## config.mk

```make
export PLATFORM = sky130hd
export DESIGN_NAME = decimal_run_length_decoder_unit
export DESIGN_NICKNAME = d
export VERILOG_FILES = /design/src/rtl/drld_pkg.sv /design/src/rtl/drld_alu.sv /design/src/rtl/decimal_run_length_decoder_unit.sv
export SDC_FILE = /design/constraint.sdc
export NUM_CORES = 1
export LEC_CHECK = 0
export ABC_AREA = 0
export BUFFER_PORTS_ARGS = -buffer_cell sky130_fd_sc_hd__buf_2
export CORE_AREA = 3 3 114 72
export DETAILED_ROUTE_END_ITERATION = 8
export DIE_AREA = 0 0 117 75
export SETUP_SLACK_MARGIN = 0.3
export SYNTH_ARGS = -nofsm -noshare
export SYNTH_HDL_FRONTEND = slang
export SYNTH_SLANG_ARGS = --single-unit
```

## constraint.sdc

```tcl
create_clock -name i_clk -period 7.8 [get_ports i_clk]
set_input_delay 1.17 -clock i_clk [delete_from_list [all_inputs] [get_ports i_clk]]
set_output_delay 1.17 -clock i_clk [all_outputs]
set_load 0.01 [all_outputs]
```

## src/rtl/drld_pkg.sv

```systemverilog
// ----------------------------------------------------------------------------
// drld_pkg: shared types and constants
// Widths, character codes and the shared adder interface for the decimal
// run-length decoder.
// ----------------------------------------------------------------------------
package drld_pkg;

    localparam int MAX_RUN_DEF = 64;
    localparam int BYTE_W      = 8;
    localparam int COUNT_W     = 7;   // holds 0..64
    localparam int ACC_W       = 10;  // holds count * 10 + 9
    localparam int DIGIT_W     = 4;

    localparam logic [BYTE_W-1:0] CHAR_ZERO = 8'h30;
    localparam logic [BYTE_W-1:0] CHAR_NINE = 8'h39;

    typedef logic [ACC_W-1:0] t_acc;

    typedef enum logic {
        ALU_ADD,
        ALU_SUB
    } t_alu_op;

    typedef struct packed {
        t_alu_op op;
        t_acc    a;
        t_acc    b;
    } t_alu_req;

    typedef struct packed {
        t_acc res;
        logic over;   // sum above MAX_RUN
    } t_alu_rsp;

endpackage

```

## src/rtl/drld_alu.sv

```systemverilog
// ----------------------------------------------------------------------------
// drld_alu: shared add/subtract unit
// One adder reused for the count build-up (x8 + x2, then + digit) and for
// counting down the bytes of a run; also flags a sum above MAX_RUN.
// ----------------------------------------------------------------------------
module drld_alu
    import drld_pkg::*;
#(
    parameter int MAX_RUN = MAX_RUN_DEF
) (
    input  t_alu_req i_req,
    output t_alu_rsp o_rsp
);

    t_acc w_res;

    always_comb begin
        case (i_req.op)
            ALU_ADD: w_res = i_req.a + i_req.b;
            ALU_SUB: w_res = i_req.a - i_req.b;
            default: w_res = i_req.a;
        endcase
    end

    assign o_rsp.res  = w_res;
    assign o_rsp.over = (i_req.op == ALU_ADD) && (w_res > ACC_W'(MAX_RUN));

endmodule

```

## src/rtl/decimal_run_length_decoder_unit.sv

```systemverilog
// ----------------------------------------------------------------------------
// decimal_run_length_decoder_unit: decimal run-length decoder
// Sequencer around one shared adder that turns a character followed by a
// decimal repeat count into a run of output bytes.
// ----------------------------------------------------------------------------
// Takes one compressed byte per input item. The first byte with no run pending
// is stored in the accept cycle and the block is ready again at once. A digit
// is accepted, then makes two passes through the shared adder (count * 8 +
// count * 2, then + digit with saturation at MAX_RUN). A byte that ends a
// run, or a flush item (tlast), is accepted and then the run is emitted, 1
// to MAX_RUN bytes (none for a flush with nothing pending), the adder
// counting the run down; a stall on the output side holds the emission. No
// new input is taken until the digit or run is done. Output items sit in a
// register, so the block keeps working while the last one waits.
module decimal_run_length_decoder_unit
    import drld_pkg::*;
#(
    parameter int MAX_RUN = MAX_RUN_DEF
) (
    input  logic              i_clk,
    input  logic              i_rst_n,
    input  logic              s_axis_tvalid,
    output logic              s_axis_tready,
    input  logic [BYTE_W-1:0] s_axis_tdata,   // [7:0] data_byte
    input  logic              s_axis_tlast,   // flush
    output logic              m_axis_tvalid,
    input  logic              m_axis_tready,
    output logic [BYTE_W-1:0] m_axis_tdata,   // [7:0] out_byte
    output logic              m_axis_tlast,   // run_end
    output logic              m_axis_tuser    // [0] count_clipped
);

    typedef enum logic [1:0] {
        ST_IDLE,
        ST_MUL,
        ST_ADD,
        ST_EMIT
    } t_state;

    t_state             r_state;
    logic [BYTE_W-1:0]  r_char;
    logic               r_pending;
    logic [COUNT_W-1:0] r_count;
    logic               r_over;
    logic [DIGIT_W-1:0] r_digit;
    t_acc               r_acc;
    logic [BYTE_W-1:0]  r_next_char;
    logic               r_clear;
    logic [COUNT_W-1:0] r_remain;
    logic               r_out_valid;
    logic [BYTE_W-1:0]  r_out_byte;
    logic               r_out_last;
    logic               r_out_clip;

    t_alu_req w_req;
    t_alu_rsp w_rsp;
    logic     w_in_acc;
    logic     w_is_digit;
    logic     w_slot_free;
    logic     w_emit;

    drld_alu #(
        .MAX_RUN(MAX_RUN)
    ) u_alu (
        .i_req(w_req),
        .o_rsp(w_rsp)
    );

    assign w_in_acc    = s_axis_tvalid && s_axis_tready;
    assign w_is_digit  = (s_axis_tdata >= CHAR_ZERO) && (s_axis_tdata <= CHAR_NINE);
    assign w_slot_free = !r_out_valid || m_axis_tready;
    assign w_emit      = (r_state == ST_EMIT) && w_slot_free;

    always_comb begin
        case (r_state)
            ST_MUL: begin
                w_req.op = ALU_ADD;
                w_req.a  = ACC_W'({r_count, 3'b000});
                w_req.b  = ACC_W'({r_count, 1'b0});
            end
            ST_ADD: begin
                w_req.op = ALU_ADD;
                w_req.a  = r_acc;
                w_req.b  = ACC_W'(r_digit);
            end
            default: begin
                w_req.op = ALU_SUB;
                w_req.a  = ACC_W'(r_remain);
                w_req.b  = ACC_W'(1);
            end
        endcase
    end

    always_ff @(posedge i_clk) begin
        if (!i_rst_n) begin
            r_state     <= ST_IDLE;
            r_char      <= '0;
            r_pending   <= 1'b0;
            r_count     <= '0;
            r_over      <= 1'b0;
            r_clear     <= 1'b0;
            r_remain    <= '0;
            r_out_valid <= 1'b0;
        end else begin
            if (w_emit) begin
                r_out_valid <= 1'b1;
            end else if (m_axis_tready) begin
                r_out_valid <= 1'b0;
            end
            case (r_state)
                ST_IDLE: begin
                    if (w_in_acc) begin
                        r_remain <= (r_count == '0) ? COUNT_W'(1) : r_count;
                        if (s_axis_tlast) begin
                            r_clear <= 1'b1;
                            if (r_pending) begin
                                r_state <= ST_EMIT;
                            end
                        end else if (!r_pending) begin
                            r_char    <= s_axis_tdata;
                            r_pending <= 1'b1;
                            r_count   <= '0;
                            r_over    <= 1'b0;
                        end else if (w_is_digit) begin
                            r_digit <= DIGIT_W'(s_axis_tdata - CHAR_ZERO);
                            r_state <= ST_MUL;
                        end else begin
                            r_next_char <= s_axis_tdata;
                            r_clear     <= 1'b0;
                            r_state     <= ST_EMIT;
                        end
                    end
                end
                ST_MUL: begin
                    r_acc   <= w_rsp.res;
                    r_state <= ST_ADD;
                end
                ST_ADD: begin
                    if (w_rsp.over) begin
                        r_count <= COUNT_W'(MAX_RUN);
                        r_over  <= 1'b1;
                    end else begin
                        r_count <= w_rsp.res[COUNT_W-1:0];
                    end
                    r_state <= ST_IDLE;
                end
                ST_EMIT: begin
                    if (w_slot_free) begin
                        r_out_byte  <= r_char;
                        r_out_last  <= (r_remain == COUNT_W'(1));
                        r_out_clip  <= r_over;
                        r_remain    <= w_rsp.res[COUNT_W-1:0];
                        if (r_remain == COUNT_W'(1)) begin
                            // run done: start the next one or clear on flush
                            r_count <= '0;
                            r_over  <= 1'b0;
                            r_state <= ST_IDLE;
                            if (r_clear) begin
                                r_char    <= '0;
                                r_pending <= 1'b0;
                            end else begin
                                r_char    <= r_next_char;
                                r_pending <= 1'b1;
                            end
                        end
                    end
                end
                default: r_state <= ST_IDLE;
            endcase
        end
    end

    assign s_axis_tready = (r_state == ST_IDLE);
    assign m_axis_tvalid = r_out_valid;
    assign m_axis_tdata  = r_out_byte;
    assign m_axis_tlast  = r_out_last;
    assign m_axis_tuser  = r_out_clip;

    a_count_range: assert property (@(posedge i_clk) disable iff (!i_rst_n)
        r_count <= COUNT_W'(MAX_RUN))
        else $error("run count above MAX_RUN");

    a_over_saturated: assert property (@(posedge i_clk) disable iff (!i_rst_n)
        r_over |-> (r_count == COUNT_W'(MAX_RUN)))
        else $error("overflow flag without saturated count");

    a_emit_remain: assert property (@(posedge i_clk) disable iff (!i_rst_n)
        (r_state == ST_EMIT) |-> (r_remain != '0) && r_pending)
        else $error("emitting with nothing left");

endmodule

```

After elaboration in Yosys (flattened, before gate mapping)
Index checks and enable logic that the tools add are counted.

storage, ports and cells
  RAM bits = 0
  bits in latches = 0
  input port bits = 13
  memories kept = 0
  ROM bits = 0
  register bits = 60

operators by class
  multiply operators = 0
  $add $sub $neg = 3
  multiplexer cells = 46
  bitwise operators = 3
  divide/modulo/power cells = 0
  equality and inequality tests = 12
  reductions and logical operators = 23
  $lt $le $gt $ge = 3
  shift-type cells = 0

operators by type and width
  operator                                                           count
  2-to-1 mux 7 bit                                                   9
  2-to-1 mux 8 bit                                                   6
  one-hot mux 21 bit (2 select lines)                                1
  AND reduction 6 bit                                                4
  one-hot mux 7 bit (3 select lines)                                 1
  one-hot mux 10 bit (2 select lines)                                1
  2-to-1 mux 1 bit                                                   16
  one-hot mux 8 bit (2 select lines)                                 1
  2-to-1 mux 2 bit                                                   7
  one-hot mux 7 bit (2 select lines)                                 1
  adder 10 bit                                                       1
  > comparator 10 x 7 -> 1 bit, second input constant                1
  subtractor 10 bit                                                  1
  greater-or-equal comparator 8 x 6 -> 1 bit, second input constant  1
  less-or-equal comparator 8 x 6 -> 1 bit, second input constant     1
  inequality test 2 x 1 -> 1 bit, second input constant              4
  inequality test 2 bit, second input constant                       4
  one-hot mux 2 bit (4 select lines)                                 1
  AND reduction 4 bit                                                2
  equality test 7 x 1 -> 1 bit, second input constant                1
  zero test 7 bit                                                    1
  AND reduction 7 bit                                                1
  AND reduction 3 bit                                                2
  nonzero test 2 bit                                                 3
  other kinds (13)                                                   19

Longest topological paths before layout
  word-level depth = 8
  depth in mapped cells = 18
  gate-level depth less buffers = 17

Cells and area by module
A second synthesis with hierarchy kept.

unflattened totals
  cells, all modules = 330
  area total of the unflattened synthesis = 3388.2 um^2

modules (own cells, without submodules)
  module                           cells an instance  instances  area an instance (um^2)  sequential area each (um^2)
  decimal_run_length_decoder_unit  244                1          2712.6                   1521.5
  drld_alu                         86                 1          675.6                    0.0

Worst setup path after synthesis
OpenSTA, ideal clock, no wires.

  path kind = flip-flop to flip-flop
  start = reg r_state[0]
  end = reg r_count[1]
  arrival time = 3.457 ns
  path buffers = 1
  path slack = 4.226 ns
  setup time = 0.117 ns
  stages on the path, launching flop included = 16
  path through = dfxtp_1 inv_1 ha_1 clkbuf_1 a21bo_2 ha_1 xor2_1 nand2_1 ha_1 a211oi_1 o21bai_1 a21oi_1 xnor2_1 o41a_1 o21ai_2 a32o_1

RTL lines
  element                 line                                    source
  start, declared         decimal_run_length_decoder_unit.sv:40   t_state r_state;
  start signal, assigned  decimal_run_length_decoder_unit.sv:96   r_state <= ST_IDLE;
  start signal, assigned  decimal_run_length_decoder_unit.sv:117  r_state <= ST_EMIT;
  start signal, assigned  decimal_run_length_decoder_unit.sv:126  r_state <= ST_MUL;
  end signal, assigned    decimal_run_length_decoder_unit.sv:140  r_count <= COUNT_W'(MAX_RUN);
  end signal, assigned    decimal_run_length_decoder_unit.sv:143  r_count <= w_rsp.res[COUNT_W-1:0];
  end, declared           decimal_run_length_decoder_unit.sv:43   logic [COUNT_W-1:0] r_count;

==> run summary <==
### GRT
* remaining global-route overflow: 0
* antenna violations before repair: 0
* wire length of the first global-routing pass: 12300 um
* total routing resource utilization after global routing: 0.190
* largest net degree at the start of global routing: 36
* vias in the first global route: 2235

### Setup path
* Critical Path Source Type: flop
* start-to-end type of the worst setup path: reg2reg
* cell at the slowest stage of the critical path: dfxtp_1
* worst path buffer plus inverter count: 2
* crit path capture type: flop
* CP max FO: 35
* cell family with the largest share of critical-path delay: compound AO/OA/AOI/OAI gates
* Cell Chain, Critical Path: inv_1 > ha_1 > buf_4 > a21bo_2 > ha_1 > xor2_1 > nand2_1 > ha_1 > a211oi_1 > o21ai_0 > a31oi_1 > xnor2_1 > nand4b_2 > o21ai_2 > a32o_1
* Data required, critical path: 8.06 ns
* data arrival time of the critical path: 4.29 ns
* CP max stage delay: 0.40 ns
* crit-path most repeated cell: ha_1

### Detailed routing
* Antenna Nets Post-Route: 0
* first drt pass iteration count: 4
* Avg WL per Cell: 17.7 um
* average vias per placed instance: 5.68
* number of design rule violations left after detail routing: 0
* wire length reported by the detailed router: 7810 um
* count of vias placed by the detailed router: 2511
* number of violations reported at the end of detailed-routing iteration 0: 220

### Synth
* mux contribution to synthesized area: 0.0250
* complex-gate fraction of the synthesized area: 0.206
* mean cell area of the mapped netlist: 10.1 um^2
* post-synthesis cell count: 322
* top cell type's share of synthesized area: 0.296
* number of synthesis warnings: 0
* most common cell in the netlist: nand2_1
* largest family of logic cells by synthesized area: compound AO/OA/AOI/OAI gates
* post-synthesis cell type with the largest combined area: edfxtp_1
* share of synthesized cell area in full adder, half adder and majority cells: 0.0678
* synthesized-area fraction occupied by xor and xnor cells: 0.0270
* count of flip-flops with a built-in enable after synthesis: 32
* most common library cells after synthesis: nand2_1, edfxtp_1, dfxtp_1
* cells taking the most area after synthesis: edfxtp_1, dfxtp_1, ha_1, o211a_1, nand2_1
* synthesized net count: 352
* number of distinct library cells after synthesis: 53
* primary flip-flop cell chosen by synthesis mapping: edfxtp_1
* share of flip-flops with an asynchronous set or reset after synthesis: 0
* mapped cell area: 0.00325 mm^2
* Synth Register Bits: 60
* synthesized-area fraction occupied by and/or/nand/nor cells: 0.172
* sequential cell area fraction in the yosys report: 0.469

### Cells and area
* final-stage net count: 376
* Inserted Diodes: 0
* layout overhead on the synthesized area: 14.8%
* share of final-layout standard cells stronger than drive strength 1: 0.137

### Run status
* status: finished clean

### Timing
* RSZ-0062 raised after global routing: no
* Fmax achieved: 248 MHz
* final hold violation count: 0
* final setup violation count: 0
* total negative slack: 0 ns
* Slew Limit Fails: 0
* Slew Limit Headroom: 0.310
* Setup Skew: 0.00253 ns
* Period Utilization, post-route: 0.516
* slew at the pin with the worst max-slew slack: 1.03 ns
* final critical delay including setup and external delays: 4.03 ns

### Clock network
* number of cells upsized or downsized after cts: 0
* CTS tree: built
* Sinks on Clock Net: 60
* clock transition at the registers of the reported paths: 0.05 ns
* buffer cell driving the clock tree root: clkbuf_16
* number of buffers inserted during clock tree synthesis: 9
* Clock Latency Late Sink: 0.32 ns
* largest buffer count on any clock path: 2
* hold-fix buffers at CTS: 0
* CTS H-Tree Depth: 3
* setup fix buffers added after clock tree synthesis: 0

### Die
* die span in x: 117 um
* core area: 0.00721 mm^2
* die area: 0.00878 mm^2
* number of rows in the core area: 24
* Initial Util: 0.451
* total I/O pin count: 25
* chip height: 75 um

### Flow run
* max capacitance violation total: 0

### Place
* count of input and output buffers: 24
* Routability Congestion: 0.902
* DP Wirelength: 5770 um

### Worst hold path
* Tightest Hold Check Type: reg2reg

-- area by class of cell --
type,count,area [um^2]
sequential,60,1520
timing repair buffer,27,143
fill,644,3480
clock buffer,12,246
multi-input combinational,238,1620
inverter,10,37.5
clock inverter,4,48.8
tap,91,114
-- metal layers --
layer	global-route usage	share of wire	routed length, um	up-vias
li1	-	-	-	1243
met1	0.320	0.54	4250	1184
met2	0.217	0.35	2760	79
met3	0.0618	0.095	739	5
met4	0.0496	0.0070	55	0
met5	0	0	0	-
-- logic make-up (layout without fill, tap and decap cells) --
logic type               Yosys count  count (layout)
AND/OR/NAND/NOR                  110             110
multiplexers                       8               8
AO/OA/AOI/OAI                     93              93
XOR/XNOR                          10              10
buffers and inverters             24              53
adder cells (fa/ha/maj)           17              17
flip-flops                        60              60
-- worst register-to-register path, delay by kind of cell, from the launching register on --
kind	cells	cell delay [ns]
AO/OA/AOI/OAI	6	1.65
flip-flops	1	0.40
buffers and inverters	2	0.42
XOR/XNOR	2	0.27
adder cells (fa/ha/maj)	3	0.87
AND/OR/NAND/NOR	2	0.36
-- placed cells by master (no fill, tap or decap), types with 6 or more instances in the layout --
master / netlist / routed
nand2_1: 33 / 33
edfxtp_1: 32 / 32
dfxtp_1: 28 / 28
buf_2: 0 / 24
nor2_1: 22 / 22
a21oi_1: 19 / 19
nor2b_1: 17 / 17
ha_1: 16 / 16
o211a_1: 14 / 14
o21ai_0: 13 / 13
inv_1: 10 / 10
nand3_1: 9 / 9
clkbuf_16: 0 / 9
mux2i_1: 7 / 7
xnor2_1: 6 / 6
a22oi_1: 6 / 6
nand2b_1: 6 / 6
o21a_1: 6 / 6
a32o_1: 6 / 6
-- stage by stage --
step	cells	utilization	hold WS [ns]	setup WS [ns]	cell area [um^2]
3_3_place_gp	426	0.476	0.418	4.01	3430
6_report	442	0.517	0.431	3.77	3730
4_1_cts	442	0.517	0.433	3.77	3730
5_1_grt	442	0.517	0.438	3.50	3730
2_1_floorplan	322	-	0.402	4.23	3250
3_5_place_dp	426	0.476	0.420	3.80	3430
-- sequential cells by signal, indices dropped and copies added, names as in the netlist, 2 cells and up --
signal and flops:
r_acc 10, r_next_char 8, r_digit 4, r_char 8, r_remain 7, r_count 7
m_axis_tdata 8, r_state 2
-- final timing paths --
kind / from / end / slack [ns] / cells after the start
max reg2reg: r_state[0]$_SDFFE_PN0P_ / r_count[1]$_SDFFE_PN0P_ / 3.77 / 15
min: r_char[0]$_SDFFE_PN0P_ / m_axis_tdata[0]$_DFFE_PP_ / 0.43 / 0
min reg2reg: r_char[0]$_SDFFE_PN0P_ / m_axis_tdata[0]$_DFFE_PP_ / 0.43 / 0
max: r_state[0]$_SDFFE_PN0P_ / r_count[1]$_SDFFE_PN0P_ / 3.77 / 15
Power is not shown: default switching activity piles up to over one toggle a cycle in this logic, so the estimate is an artifact.
